==> config.mk <==
export PLATFORM = sky130hd
export DESIGN_NAME = script_lexer_unit
export DESIGN_NICKNAME = d
export VERILOG_FILES = /design/src/rtl/slx_pkg.sv /design/src/rtl/slx_core.sv /design/src/rtl/slx_out.sv /design/src/rtl/script_lexer_unit.sv
export SDC_FILE = /design/constraint.sdc
export NUM_CORES = 1
export LEC_CHECK = 0
export BUFFER_PORTS_ARGS = -buffer_cell sky130_fd_sc_hd__buf_2
export CAP_MARGIN = 10
export CORE_MARGIN = 8
export CORE_UTILIZATION = 26
export DETAILED_ROUTE_END_ITERATION = 16
export PLACE_DENSITY = 0.42
export SYNTH_ARGS = -nofsm -noshare
export SYNTH_HDL_FRONTEND = slang
export SYNTH_SLANG_ARGS = --single-unit
==> constraint.sdc <==
create_clock -name clk_i -period 12.93 [get_ports clk_i]
set_input_delay 0 -clock clk_i [delete_from_list [all_inputs] [get_ports clk_i]]
set_output_delay 0 -clock clk_i [all_outputs]
set_load 0.02 [all_outputs]
==> src/rtl/slx_pkg.sv <==
// Shared types, codes and character helpers for the script lexer.
package slx_pkg;

  // Lexer mode, one-hot
  typedef enum logic [5:0] {
    ModeIdle    = 6'b000001,
    ModeComment = 6'b000010,
    ModeSlash   = 6'b000100,
    ModeWord    = 6'b001000,
    ModeString  = 6'b010000,
    ModeQuote   = 6'b100000
  } lex_mode_e;

  // Record kinds
  typedef enum logic [1:0] {
    RecChar = 2'd0,
    RecEnd  = 2'd1,
    RecErr  = 2'd2
  } rec_type_e;

  // Token classes
  typedef enum logic [1:0] {
    ClsWord = 2'd0,
    ClsOp   = 2'd1,
    ClsStr  = 2'd2
  } tok_class_e;

  localparam logic [7:0]  CharQuote   = 8'h22;
  localparam logic [7:0]  CharSlash   = 8'h2F;
  localparam logic [7:0]  CharNewline = 8'h0A;
  localparam logic [19:0] CntLimit    = 20'hFFFFF;
  localparam int unsigned MaxRecs     = 4;

  // One result record (last_of_run is added at the output stage)
  typedef struct packed {
    rec_type_e   rtype;
    tok_class_e  cls;
    logic [7:0]  ch;
    logic [19:0] len;
    logic [15:0] line;
    logic [19:0] off;
  } rec_t;

  // Status of the record group buffer
  typedef struct packed {
    logic [2:0] cnt;
    logic       can_load;
  } grp_st_t;

  function automatic logic is_space(input logic [7:0] c);
    return c inside {8'h20, 8'h09, 8'h0D, 8'h0A};
  endfunction

  function automatic logic is_op(input logic [7:0] c);
    return c inside {8'h2C, 8'h3D, 8'h28, 8'h29, 8'h3B, 8'h7B, 8'h7D,
                     8'h3C, 8'h2B, 8'h2D, 8'h2A, 8'h2F, 8'h3E};
  endfunction

  function automatic rec_t mk_rec(input rec_type_e rtype, input tok_class_e cls,
                                  input logic [7:0] ch, input logic [19:0] len,
                                  input logic [15:0] line, input logic [19:0] off);
    rec_t r;
    r.rtype = rtype;
    r.cls   = cls;
    r.ch    = ch;
    r.len   = len;
    r.line  = line;
    r.off   = off;
    return r;
  endfunction

endpackage

==> src/rtl/slx_core.sv <==
// Lexer state registers and the per-byte record generation logic.
module slx_core import slx_pkg::*; #(
  parameter int unsigned MAX_SCRIPT_BYTES = 1048576,
  parameter int unsigned MAX_LINES        = 65536
) (
  input  logic            clk_i,
  input  logic            rst_ni,
  input  logic            acc_i,
  input  logic [7:0]      byte_i,
  input  logic            fin_i,
  output rec_t [3:0]      recs_o,
  output logic [2:0]      cnt_o
);

  localparam logic [19:0] PosLimit  = (MAX_SCRIPT_BYTES > 32'h100000) ? 20'hFFFFF
                                      : 20'(MAX_SCRIPT_BYTES - 1);
  localparam logic [15:0] LineLimit = (MAX_LINES > 32'h10000) ? 16'hFFFF
                                      : 16'(MAX_LINES - 1);

  lex_mode_e   mode_q, mode_d;
  logic [15:0] line_q, line_d, line_inc;
  logic [19:0] pos_q, pos_d, pos_inc;
  logic [19:0] start_q, start_d;
  logic [19:0] cnt_q, cnt_d, cnt_inc;
  logic [2:0]  k;
  logic        do_idle;
  rec_t [3:0]  recs;

  // Saturating increments
  assign line_inc = (line_q >= LineLimit) ? LineLimit : line_q + 16'd1;
  assign pos_inc  = (pos_q >= PosLimit) ? PosLimit : pos_q + 20'd1;
  assign cnt_inc  = (cnt_q >= CntLimit) ? CntLimit : cnt_q + 20'd1;

  // Next state and records for the byte on the input
  always_comb begin
    recs    = '0;
    k       = '0;
    mode_d  = mode_q;
    line_d  = line_q;
    start_d = start_q;
    cnt_d   = cnt_q;
    do_idle = 1'b0;

    unique case (mode_q)
      ModeComment: begin
        if (byte_i == CharNewline) begin
          mode_d = ModeIdle;
          line_d = line_inc;
        end
      end
      ModeSlash: begin
        if (byte_i == CharSlash) begin
          mode_d = ModeComment;
        end else begin
          recs[k[1:0]] = mk_rec(RecChar, ClsOp, CharSlash, 20'd0, line_q, start_q);
          k = k + 3'd1;
          recs[k[1:0]] = mk_rec(RecEnd, ClsOp, 8'd0, 20'd1, line_q, start_q);
          k = k + 3'd1;
          do_idle = 1'b1;
        end
      end
      ModeWord: begin
        if (is_space(byte_i) || is_op(byte_i)) begin
          recs[k[1:0]] = mk_rec(RecEnd, ClsWord, 8'd0, cnt_q, line_q, start_q);
          k = k + 3'd1;
          do_idle = 1'b1;
        end else begin
          cnt_d = cnt_inc;
          recs[k[1:0]] = mk_rec(RecChar, ClsWord, byte_i, 20'd0, line_q, start_q);
          k = k + 3'd1;
        end
      end
      ModeString: begin
        if (byte_i == CharQuote) begin
          mode_d = ModeQuote;
        end else begin
          cnt_d = cnt_inc;
          recs[k[1:0]] = mk_rec(RecChar, ClsStr, byte_i, 20'd0, line_q, start_q);
          k = k + 3'd1;
        end
      end
      ModeQuote: begin
        if (byte_i == CharQuote) begin
          // doubled quote stands for one quote character
          mode_d = ModeString;
          cnt_d  = cnt_inc;
          recs[k[1:0]] = mk_rec(RecChar, ClsStr, CharQuote, 20'd0, line_q, start_q);
          k = k + 3'd1;
        end else begin
          recs[k[1:0]] = mk_rec(RecEnd, ClsStr, 8'd0, cnt_q, line_q, pos_q);
          k = k + 3'd1;
          do_idle = 1'b1;
        end
      end
      default: do_idle = 1'b1;
    endcase

    // Byte seen between tokens
    if (do_idle) begin
      mode_d = ModeIdle;
      if (is_space(byte_i)) begin
        if (byte_i == CharNewline) line_d = line_inc;
      end else if (byte_i == CharSlash) begin
        mode_d  = ModeSlash;
        start_d = pos_q;
      end else if (is_op(byte_i)) begin
        recs[k[1:0]] = mk_rec(RecChar, ClsOp, byte_i, 20'd0, line_q, pos_q);
        k = k + 3'd1;
        recs[k[1:0]] = mk_rec(RecEnd, ClsOp, 8'd0, 20'd1, line_q, pos_q);
        k = k + 3'd1;
      end else if (byte_i == CharQuote) begin
        mode_d  = ModeString;
        start_d = pos_q;
        cnt_d   = 20'd0;
      end else begin
        mode_d  = ModeWord;
        start_d = pos_q;
        cnt_d   = 20'd1;
        recs[k[1:0]] = mk_rec(RecChar, ClsWord, byte_i, 20'd0, line_q, pos_q);
        k = k + 3'd1;
      end
    end

    pos_d = pos_inc;

    // Close whatever is open on the last byte, then restart
    if (fin_i) begin
      unique case (mode_d)
        ModeSlash: begin
          recs[k[1:0]] = mk_rec(RecChar, ClsOp, CharSlash, 20'd0, line_d, start_d);
          k = k + 3'd1;
          recs[k[1:0]] = mk_rec(RecEnd, ClsOp, 8'd0, 20'd1, line_d, start_d);
          k = k + 3'd1;
        end
        ModeWord: begin
          recs[k[1:0]] = mk_rec(RecEnd, ClsWord, 8'd0, cnt_d, line_d, start_d);
          k = k + 3'd1;
        end
        ModeString: begin
          recs[k[1:0]] = mk_rec(RecErr, ClsStr, 8'd0, cnt_d, line_d, start_d);
          k = k + 3'd1;
        end
        ModeQuote: begin
          recs[k[1:0]] = mk_rec(RecEnd, ClsStr, 8'd0, cnt_d, line_d, pos_d);
          k = k + 3'd1;
        end
        default: ;
      endcase
      mode_d  = ModeIdle;
      line_d  = '0;
      pos_d   = '0;
      start_d = '0;
      cnt_d   = '0;
    end
  end

  assign recs_o = recs;
  assign cnt_o  = k;

  // Lexer state
  always_ff @(posedge clk_i or negedge rst_ni) begin
    if (!rst_ni) begin
      mode_q  <= ModeIdle;
      line_q  <= '0;
      pos_q   <= '0;
      start_q <= '0;
      cnt_q   <= '0;
    end else if (acc_i) begin
      mode_q  <= mode_d;
      line_q  <= line_d;
      pos_q   <= pos_d;
      start_q <= start_d;
      cnt_q   <= cnt_d;
    end
  end

endmodule

==> src/rtl/slx_out.sv <==
// Record group buffer and output register: drains one record per beat.
module slx_out import slx_pkg::*; (
  input  logic       clk_i,
  input  logic       rst_ni,
  input  logic       load_i,
  input  rec_t [3:0] recs_i,
  input  logic [2:0] cnt_i,
  input  logic       rdy_i,
  output rec_t       rec_o,
  output logic       last_o,
  output logic       valid_o,
  output grp_st_t    st_o
);

  rec_t [3:0] grp_q;
  logic [2:0] cnt_q, cnt_d;
  logic [1:0] idx_q, idx_d;
  logic       valid_q, valid_d;
  rec_t       out_q;
  logic       last_q;
  logic       move, last_move;

  // A record moves when the output register is free or being taken
  assign move      = (cnt_q != 3'd0) && (!valid_q || rdy_i);
  assign last_move = (({1'b0, idx_q} + 3'd1) == cnt_q);

  always_comb begin
    cnt_d   = cnt_q;
    idx_d   = idx_q;
    valid_d = valid_q;
    if (load_i) begin
      cnt_d = cnt_i;
      idx_d = '0;
    end else if (move) begin
      if (last_move) begin
        cnt_d = '0;
        idx_d = '0;
      end else begin
        idx_d = idx_q + 2'd1;
      end
    end
    if (move)       valid_d = 1'b1;
    else if (rdy_i) valid_d = 1'b0;
  end

  always_ff @(posedge clk_i or negedge rst_ni) begin
    if (!rst_ni) begin
      cnt_q   <= '0;
      idx_q   <= '0;
      valid_q <= 1'b0;
    end else begin
      cnt_q   <= cnt_d;
      idx_q   <= idx_d;
      valid_q <= valid_d;
    end
  end

  // Payload registers
  always_ff @(posedge clk_i) begin
    if (load_i) grp_q <= recs_i;
    if (move) begin
      out_q  <= grp_q[idx_q];
      last_q <= last_move;
    end
  end

  assign rec_o       = out_q;
  assign last_o      = last_q;
  assign valid_o     = valid_q;
  assign st_o.cnt      = cnt_q;
  assign st_o.can_load = (cnt_q == 3'd0) || (move && last_move);

endmodule

==> src/rtl/script_lexer_unit.sv <==
// Top level of the streaming script lexer.
//
// Input stream: one script byte per beat on s_axis_tdata_i, s_axis_tlast_i
// marks the final byte; all lexer state returns to its reset value after it.
// Output stream: one record per beat (token character, token end, or
// unterminated-string error); m_axis_tuser_o carries record kind and token
// class, m_axis_tlast_o marks the last record caused by an input byte.
// A byte may cause zero to four records.
// Each record passes the group buffer register, then the output register.
// Throughput: one byte per cycle while each byte yields at most one record
// and m_axis_tready_i is high; a byte yielding n records sends them one per
// beat, and the next byte is taken in the cycle its predecessor's last record
// moves to the output register. The input side stays ready while one
// finished record waits.
// Stall: when m_axis_tready_i is low the output register holds its record,
// the group buffer fills and s_axis_tready_o drops.
// Reset: asynchronous, active low; lexer idle, line and offset counters zero,
// no records pending.
module script_lexer_unit import slx_pkg::*; #(
  parameter int unsigned MAX_SCRIPT_BYTES = 1048576,
  parameter int unsigned MAX_LINES        = 65536
) (
  input  logic        clk_i,
  input  logic        rst_ni,
  input  logic        s_axis_tvalid_i,
  output logic        s_axis_tready_o,
  input  logic [7:0]  s_axis_tdata_i,   // byte_value[7:0]
  input  logic        s_axis_tlast_i,   // final_byte
  output logic        m_axis_tvalid_o,
  input  logic        m_axis_tready_i,
  output logic [63:0] m_axis_tdata_o,   // char_out[7:0], token_length[27:8],
                                        // line_number[43:28], byte_offset[63:44]
  output logic [3:0]  m_axis_tuser_o,   // record_type[1:0], token_class[3:2]
  output logic        m_axis_tlast_o    // last_of_run
);

  rec_t [3:0] recs;
  logic [2:0] rec_cnt;
  logic       in_acc;
  rec_t       rec;
  grp_st_t    grp_st;

  assign in_acc          = s_axis_tvalid_i && s_axis_tready_o;
  assign s_axis_tready_o = grp_st.can_load;

  slx_core #(
    .MAX_SCRIPT_BYTES (MAX_SCRIPT_BYTES),
    .MAX_LINES        (MAX_LINES)
  ) u_core (
    .clk_i  (clk_i),
    .rst_ni (rst_ni),
    .acc_i  (in_acc),
    .byte_i (s_axis_tdata_i),
    .fin_i  (s_axis_tlast_i),
    .recs_o (recs),
    .cnt_o  (rec_cnt)
  );

  slx_out u_out (
    .clk_i   (clk_i),
    .rst_ni  (rst_ni),
    .load_i  (in_acc),
    .recs_i  (recs),
    .cnt_i   (rec_cnt),
    .rdy_i   (m_axis_tready_i),
    .rec_o   (rec),
    .last_o  (m_axis_tlast_o),
    .valid_o (m_axis_tvalid_o),
    .st_o    (grp_st)
  );

  // Output beat packing
  assign m_axis_tdata_o = {rec.off, rec.line, rec.len, rec.ch};
  assign m_axis_tuser_o = {rec.cls, rec.rtype};

  // Group never holds more records than one byte can cause
  a_grp_bound: assert property (@(posedge clk_i) disable iff (!rst_ni)
    grp_st.cnt <= 3'(MaxRecs))
    else $error("record group count out of range");

  // A byte that yields records leaves them pending in the group
  a_load_pending: assert property (@(posedge clk_i) disable iff (!rst_ni)
    (in_acc && rec_cnt != 3'd0) |=> (grp_st.cnt != 3'd0))
    else $error("records of an accepted byte were lost");

  // A record that is not the last of its byte is followed by more
  a_run_continues: assert property (@(posedge clk_i) disable iff (!rst_ni)
    (m_axis_tvalid_o && m_axis_tready_i && !m_axis_tlast_o)
      |=> (m_axis_tvalid_o || grp_st.cnt != 3'd0))
    else $error("record run ended without last flag");

  // Input is held off while a stalled output still has records queued behind it
  a_no_overrun: assert property (@(posedge clk_i) disable iff (!rst_ni)
    (m_axis_tvalid_o && !m_axis_tready_i && grp_st.cnt != 3'd0) |-> !s_axis_tready_o)
    else $error("input accepted over pending records");

endmodule
; ---- After elaboration in Yosys (flattened, before gate mapping)
; Index checks and enable logic that the tools add are counted.
[totals]
reg_bits = 429
latchBits = 0
ram_bits = 0
rom_bits = 0
inputBits = 13
output_inout_bits = 71
wordCells = 199
n_memories = 0
[classes]
add_sub_neg = 9
n_mul = 0
div_mod_pow = 0
n_lt_le_gt_ge = 12
eq_ne = 28
shifts = 0
muxes = 89
bitwise_logic = 0
reduce_logical = 22
[op_table]
columns = op, count
row1 = bitwise mux 272 bit, 8
row2 = 2-to-1 mux 272 bit, 6
row3 = case mux 272 bit (4 select lines), 1
row4 = demux 68 bit (select 2 bit), 4
row5 = 2-to-1 mux 68 bit, 5
row6 = 2-to-1 mux 20 bit, 16
row7 = case mux 68 bit (4 select lines), 1
row8 = 2-to-1 mux 67 bit, 3
row9 = binary-select mux 68 bit (select 2 bit), 1
row10 = 2-to-1 mux 135 bit, 1
row11 = 2-to-1 mux 16 bit, 7
row12 = == test 8 x 6 -> 1 bit (second input constant), 13
row13 = 2-to-1 mux 66 bit, 1
row14 = case mux 20 bit (3 select lines), 1
row15 = 2-to-1 mux 6 bit, 9
row16 = adder 20 x 1 -> 20 bit (second input constant), 2
row17 = >= comparator 20 bit (second input constant), 2
row18 = 2-to-1 mux 3 bit, 9
row19 = == test 8 x 4 -> 1 bit (second input constant), 3
row20 = case mux 6 bit (4 select lines), 1
row21 = adder 16 x 1 -> 16 bit (second input constant), 1
row22 = == test 8 x 7 -> 1 bit (second input constant), 2
row23 = >= comparator 16 bit (second input constant), 1
row24 = less-than comparator 2 x 3 -> 1 bit (second input constant), 5
row25 = other kinds (27), 57

; ---- Depth between registers and ports, before layout
; Gate-level depths: netlist (run 1).
[depth]
ltp_word = 17
mapped_depth = 18
ltp_nobuf = 14

; ---- Cells and area by module
; Synthesis (run 1) repeated with hierarchy kept, for this count alone.
[hier_totals]
cells_unflattened = 2133
area_unflattened_um2 = 23971.7
[modules_own_cells]
columns = mod, n_inst, cells_each, area_per_inst_um2, seq_area_each_um2
row1 = slx_out, 1, 456, 12201.7, 10390.0
row2 = slx_core, 1, 1676, 11763.8, 2053.2
row3 = script_lexer_unit, 1, 1, 6.3, 0.0

; ---- Least setup slack after synthesis (run 1)
; Ideal clock, no wire load.
[synth_timing]
path_type = register to register
start = register u_out.idx_q[0]
end = register u_out.cnt_q[1]
setup_time_ns = 0.119
arrival_ns = 9.910
required_time_ns = 12.811
path_slack_ns = 2.901
stages_incl_launch_ff = 10
n_path_buf = 1
period_less_slack_ns = 10.029
path_cell_list = dfrtp_1 -> ha_1 -> xor2_1 -> nor3_1 -> nand2_1 -> nand2b_1 -> nand2_1 -> clkinv_1 -> buf_1 -> a22o_1
[synth_between]
elab_chain_cells = 7
word_cells_on_any_way = 9
classes_between = 1 x add/sub / 1 x eq/ne / 1 x mux / 6 x reduce/logical
[synth_rtl]
columns = element, line
row1 = start: declaration, slx_out.sv:17  ; logic [1:0] idx_q, idx_d;
row2 = start signal: assignment, slx_out.sv:53  ; idx_q <= idx_d;
row3 = adder 2 x 1 -> 3 bit (*), slx_out.sv:25  ; assign last_move = (({1'b0, idx_q} + 3'd1) == cnt_q);
row4 = == test 3 bit (*), slx_out.sv:25
row5 = net u_out.last_move, slx_out.sv:21  ; logic move, last_move;
row6 = logical AND 1 bit (*), slx_out.sv:71  ; assign st_o.can_load = (cnt_q == 3'd0) || (move && last_move);
row7 = logical OR 1 bit (*), slx_out.sv:71
row8 = net s_axis_tready_o, script_lexer_unit.sv:26  ; output logic s_axis_tready_o,
row9 = logical AND 1 bit (*), script_lexer_unit.sv:43  ; assign in_acc = s_axis_tvalid_i && s_axis_tready_o;
row10 = net in_acc, script_lexer_unit.sv:39  ; logic in_acc;
row11 = nonzero test 2 bit (no source line), -
row12 = AND reduction 2 bit (no source line), -
row13 = end signal: assignment, slx_out.sv:52  ; cnt_q <= cnt_d;
row14 = end: declaration, slx_out.sv:16  ; logic [2:0] cnt_q, cnt_d;
; Mark *: on every way through the listed nets, which the timed path passes. The rest lies on a longest branch.
; A chain may end at the register's enable or synchronous reset.

==> impl_metrics.yaml, run 1 <==
power:
  p_comb_frac: 0.353
  clkPwrFrac: 0.252
  power.net_switching_uw: 2300
  vdd_drop_max_uv: 145
  p_per_area_nw_per_um2: 219
  leakagePower_uw: 0.00896
  swShare: 0.393
  power.share.sequential: 0.395
  power_uw: 5850
  intPower_uw: 3550
yosys:
  synth-main-ff-cell: "edfxtp_1"
  yosys_warnings: 0
  yosys-top-cells-count: "edfxtp_1, nand2_1, nor2_1, o21ai_0, a21oi_1"
  synth-seq-cells: 429
  synth_area_um2: 23400
  synth_cell_type_count: 102
  synth_fp_nets: 2154
  synth-edff-count: 341
  synthArstFlopShare: 0.205
  syn_inst: 2126
  yosysTopAreaCell: "edfxtp_1"
  synth.top_cell.area_share: 0.438
  yosysSeqAreaShare: 0.532
  ys_top_cells_by_area: "edfxtp_1, dfrtp_1, mux4_2, o21ai_0, nand2_1"
  yosysMostFrequentCell: "edfxtp_1"
  avgSynthCellArea_um2: 11.0
cells_and_area:
  drive_gt1_frac: 0.173
  layout.cell_area.non_filler_um2: 26700
  nNetsFinal: 2169
  num-fill-cells: 9126
  syn_to_final_growth_pct: 14.4
global_route:
  grt_max_degree: 90
  grt_use_total: 0.178
  overflow: 0
  grt_pass1_vias: 18583
  antenna_found_initial: 1
  grt_pass1_wl_mm: 133
floorplanning:
  die_area_um2: 99700
  die_height_um: 316
  std_cell_rows: 110
  core-area_um2: 89600
  io_pins: 84
  die_w_um: 316
  initial_core_util: 0.261
routing:
  routedWlPerCell_um: 27.0
  ant_nets: 0
  vias: 18846
  dr.first_iter.drc_count: 1988
  firstDrtPassIters: 6
  wl_mm: 90.8
  drc: 0
  viasPerCell: 5.61
setup_path:
  required_ns: 13.39
  cp_common_cell: "nor2_1"
  worstPathMaxFanout: 20
  cp.arrival_ns: 6.23
  cp_slowest_cell: "nor3_4"
  cpPeakStageDelay_ns: 0.98
  crit_buf_inv: 1
  cpLargestDelayFamily: "simple AND/OR/NAND/NOR gates"
  path_cells: "nor2_2 -> and4b_1 -> a22oi_2 -> nand3_2 -> nor2_1 -> nor2_1 -> o211ai_1 -> inv_1 -> ha_1 -> nand3_1 -> nand2_2 -> nor3_4 -> o2bb2ai_1"
  criticalPathCategory: "reg -> reg"
  cp-end-kind: "register"
  critPathLaunchType: "register"
placed_design:
  placed_cell_area_um2: 24900
  dp_hpwl_mm: 58.4
  portBuffers: 83
  gp_congestion: 0.877
cts:
  clockBufferDepth: 3
  path_clk_slew_ns: 0.06
  post_cts_buffers: 0
  cts_num_sinks: 429
  cts_made_buffers: 52
  cts_root_buf: "clkbuf_16"
  cts_tree: "built"
  cts_max_level: 2
  clk_latency_ns: 0.65
sta:
  fmax_mhz: 173
  slew_headroom: 0.0864
  report.final.slew_viol_count: 0
  fin_crit_ns: 5.77
  worstMarginPinSlew_ns: 1.37
  finalHoldViolCount: 0
  fin_tns_setup_ns: 0
  rsz0062_at_grt: "no"
  clock_skew_ns: 0.0318
  finalCritPeriodShare: 0.446
  setup_viol: 0
hold_path:
  hold_path.class: "in -> reg"
job:
  maxCapViolCount: 0
status:
  status: "complete, no violations"
==> placed cells by master (no fill, tap or decap), types with 21 or more instances in the layout <==
| cell | count |
|---|---|
| nand3_1 | 63 |
| mux4_2 | 68 |
| o22ai_1 | 39 |
| a22oi_1 | 53 |
| edfxtp_1 | 341 |
| nor2_1 | 189 |
| buf_2 | 82 |
| a21oi_1 | 144 |
| dfrtp_1 | 85 |
| a31oi_1 | 28 |
| and2_1 | 24 |
| nor3_1 | 31 |
| o21ai_1 | 26 |
| o21ai_0 | 177 |
| clkbuf_16 | 52 |
| nand2_1 | 229 |
| mux2i_1 | 21 |
| a21o_1 | 24 |
| buf_4 | 50 |
==> cell families after synthesis <==
logic type,synth area share
fa+ha+maj,0.00803
buf+inv,0.0381
compound gates,0.198
simple gates,0.127
flops,0.532
mux,0.0881
xor+xnor,0.00824
==> per-stage QoR <==
| stage | hold slack, ns | worst slack (ns) | utilization | std cells |
|---|---|---|---|---|
| floorplan | -0.296 | 2.90 | - | 2126 |
| global placement | 0.0779 | 7.55 | 0.278 | 3249 |
| detailed placement | 0.0732 | 7.40 | 0.278 | 3249 |
| CTS | 0.198 | 7.36 | 0.298 | 3361 |
| global route | 0.248 | 6.99 | 0.298 | 3361 |
| finish | 0.226 | 7.16 | 0.298 | 3362 |
==> state kept, by name (all words and copies together) (netlist names) <==
name            cells
u_out.last_o        1
u_core.start_q     20
u_core.line_q      16
u_out.cnt_q         3
u_out.grp_q       272
u_out.valid_o       1
u_core.pos_q       20
u_out.idx_q         2
u_out.rec_o        68
u_core.mode_q       6
u_core.cnt_q       20
==> worst register-to-register path, stage by stage, from the launching register on <==
cell and delay, ns:
dfstp_2 0.62, nor2_2 0.09, and4b_1 0.30, a22oi_2 0.22
nand3_2 0.38, nor2_1 0.81, nor2_1 0.23, o211ai_1 0.33
inv_1 0.17, ha_1 0.43, nand3_1 0.27, nand2_2 0.55
nor3_4 0.98, o2bb2ai_1 0.20
==> worst paths after layout <==
path | startpoint | endpoint | slack, ns | depth (start not counted)
max in group asynchronous | rst_ni | u_core.cnt_q[5]$_DFFE_PN0P_ | 10.90 | 4
min reg2reg | u_out.cnt_q[0]$_DFFE_PN0P_ | u_out.cnt_q[0]$_DFFE_PN0P_ | 0.56 | 2
max reg2reg | u_core.mode_q[0]$_DFFE_PN1P_ | u_out.grp_q[55]$_DFFE_PP_ | 7.16 | 13
max | u_core.mode_q[0]$_DFFE_PN1P_ | u_out.grp_q[55]$_DFFE_PP_ | 7.16 | 13
min in group asynchronous | rst_ni | u_core.line_q[9]$_DFFE_PN0P_ | 0.46 | 3
min | m_axis_tready_i | u_out.valid_o$_DFFE_PN0P_ | 0.23 | 4
==> cell type report <==
cell class	count	area [µm²]	share of cell area
Clock inverter	34	317	0.0118
Timing Repair Buffer	147	946	0.0354
Tap cell	1176	1470	0.0550
Clock buffer	64	1390	0.0518
Sequential cell	429	12500	0.466
Multi-Input combinational cell	1493	10100	0.377
Antenna cell	1	2.50	0.0000936
Inverter	18	75.1	0.00281
==> metal layers <==
layer,vias up,global-route usage,part of all wire
met2,862,0.287,0.46
met3,196,0.0334,0.072
met4,0,0.0604,0.035
met1,9584,0.239,0.43
li1,8204,-,-
met5,-,0,0
==> power groups by stage <==
stage	Combinational (µW)	Sequential, µW	Clock, µW
CTS	2090	2330	1520
detailed placement	2080	2350	0
finish	2060	2310	1470
floorplan	1170	2520	0
global route	2190	2370	1570
global placement	2070	2340	0
==> timing repair <==
item,in CTS,in global routing
resized for setup,0,0
hold buffers,14,0
endpoints found under the hold margin,79,0
No activity file was read; power rests on OpenSTA's default activity.
==> run 2: changes to the inputs <==
clock period = 5.35 ns   (was 12.93 ns; I/O delays follow)
==> run 2 against run 1 <==
  * First-iteration DRC count rose by 3.5%
  * Hold slack worse by 0.21 ns
  * Design area is 0.74% higher
  * Sequential cell count unchanged
  * Critical endpoint is now u_out.grp_q[223]$_DFFE_PP_
  * Highest routed layer unchanged
==> impl_metrics.yaml, run 2 (synthesis gave the netlist of run 1 again) <==
status:
  status: "complete, no violations"
sta:
  clock_skew_ns: 0.0561
  fin_tns_setup_ns: 0
  hold_ws_ns: 0.0165
  report.final.slew_viol_count: 0
  fmax_mhz: 203
  finalCritPeriodShare: 0.921
  slew_headroom: 0.167
  fin_crit_ns: 4.93
  finalHoldViolCount: 0
  setup_viol: 0
  worstMarginPinSlew_ns: 1.25
  rsz0062_at_grt: "no"
cells_and_area:
  nNetsFinal: 2202
  layout_commonest_cell: "edfxtp_1"
  finalNonFillerCells: 3394
  largest_register: "u_out.grp_q"
  drive_gt1_frac: 0.181
  num-fill-cells: 9156
  syn_to_final_growth_pct: 15.3
  final_util: 0.301
  largest_reg_flops: 272
  mostFrequentLayoutCells: "edfxtp_1, nand2_1, nor2_1, o21ai_0, a21oi_1"
setup_path:
  critPathLaunchType: "register"
  worstPathMaxFanout: 15
  cp-end-kind: "register"
  rr_worst_depth: 13
  criticalPathCategory: "reg -> reg"
  r2r_slack_ns: 0.42
  cp.arrival_ns: 5.34
  required_ns: 5.76
  r2r-start: "u_core.mode_q[0]$_DFFE_PN1P_"
  r2r-end: "u_out.grp_q[223]$_DFFE_PP_"
routing:
  routedWlPerCell_um: 26.8
  vias: 19046
  wl_mm: 90.8
  firstDrtPassIters: 8
  dr.first_iter.drc_count: 2058
  viasPerCell: 5.61
  ant_nets: 0
  drc: 0
floorplanning:
  io_pins: 84
  initial_core_util: 0.261
  core-area_um2: 89600
  die_area_um2: 99700
  die_height_um: 316
  std_cell_rows: 110
  die_w_um: 316
placed_design:
  gp_congestion: 0.882
  dp_hpwl_mm: 59.7
  place_inst: 3285
  portBuffers: 83
cts:
  cts_made_buffers: 51
  path_clk_slew_ns: 0.06
  cts_num_sinks: 429
  clk_latency_ns: 0.63
  post_cts_buffers: 0
  cts_tree: "built"
  cts_max_level: 2
  cts_root_buf: "clkbuf_16"
  clockBufferDepth: 3
global_route:
  overflow: 0
  grt_pass1_vias: 18771
  grt_use_total: 0.177
  antenna_found_initial: 1
  grt_pass1_wl_mm: 133
  grt_max_degree: 128
power:
  vdd_drop_max_uv: 302
  leakagePower_uw: 0.00911
  p_per_area_nw_per_um2: 525
  power_uw: 14100
hold_path:
  hold_path.class: "in -> async"
job:
  maxCapViolCount: 0
run 2: critical path, stage by stage, from the launching register on:
cell and delay, ns:
dfstp_2 0.61, nor3_1 0.10, and3_1 0.37, a211oi_2 0.60, ha_1 0.37, a22oi_1 0.16, o211ai_1 0.22, inv_1 0.17
ha_1 0.61, inv_1 0.29, nor2_1 0.58, buf_4 0.38, o21ai_0 0.14, o211ai_1 0.12
run 2: what timing repair did:
item,4_1_cts,5_1_grt
endpoints found under the hold margin,96,0
setup endpoints to repair,0,0
resized for setup,0,0
hold buffers,11,0
run 2: power breakdown:
group          total, µW  internal, µW  leakage, µW  switching (µW)
sequential          5470          5100      0.00449             372
combinational       5160          1550      0.00380            3610
clock               3500          2000     0.000808            1510
total              14100          8650      0.00911            5490
run 2: worst max path at each step:
stage	from	to	slack, ns
floorplan	u_out.idx_q[0]$_DFFE_PN0P_	u_out.grp_q[0]$_DFFE_PP_	1.29
global placement	s_axis_tdata_i[0]	u_out.grp_q[214]$_DFFE_PP_	0.65
detailed placement	s_axis_tdata_i[0]	u_out.grp_q[209]$_DFFE_PP_	0.53
CTS	u_core.mode_q[0]$_DFFE_PN1P_	u_out.grp_q[218]$_DFFE_PP_	0.52
global route	s_axis_tdata_i[4]	u_out.grp_q[220]$_DFFE_PP_	0.21
finish	u_core.mode_q[0]$_DFFE_PN1P_	u_out.grp_q[223]$_DFFE_PP_	0.42
run 2: layout make-up:
class	count	area, µm²	share of cell area
Antenna cell	1	2.50	0.0000929
Clock buffer	67	1360	0.0503
Clock inverter	29	314	0.0117
Inverter	18	75.1	0.00279
Multi-Input combinational cell	1493	10100	0.374
Sequential cell	429	12500	0.462
Tap cell	1176	1470	0.0546
Timing Repair Buffer	181	1210	0.0448
run 2: through the flow:
step	setup slack, ns	area [µm²]
floorplan	1.29	23400
global placement	0.654	25200
detailed placement	0.526	25200
CTS	0.523	26900
global route	0.210	26900
finish	0.423	26900
run 2: routing by layer:
metal,routed length [µm],track usage
met5,0,0
met4,4080,0.0765
met3,6610,0.0313
met2,40900,0.278
met1,39200,0.241
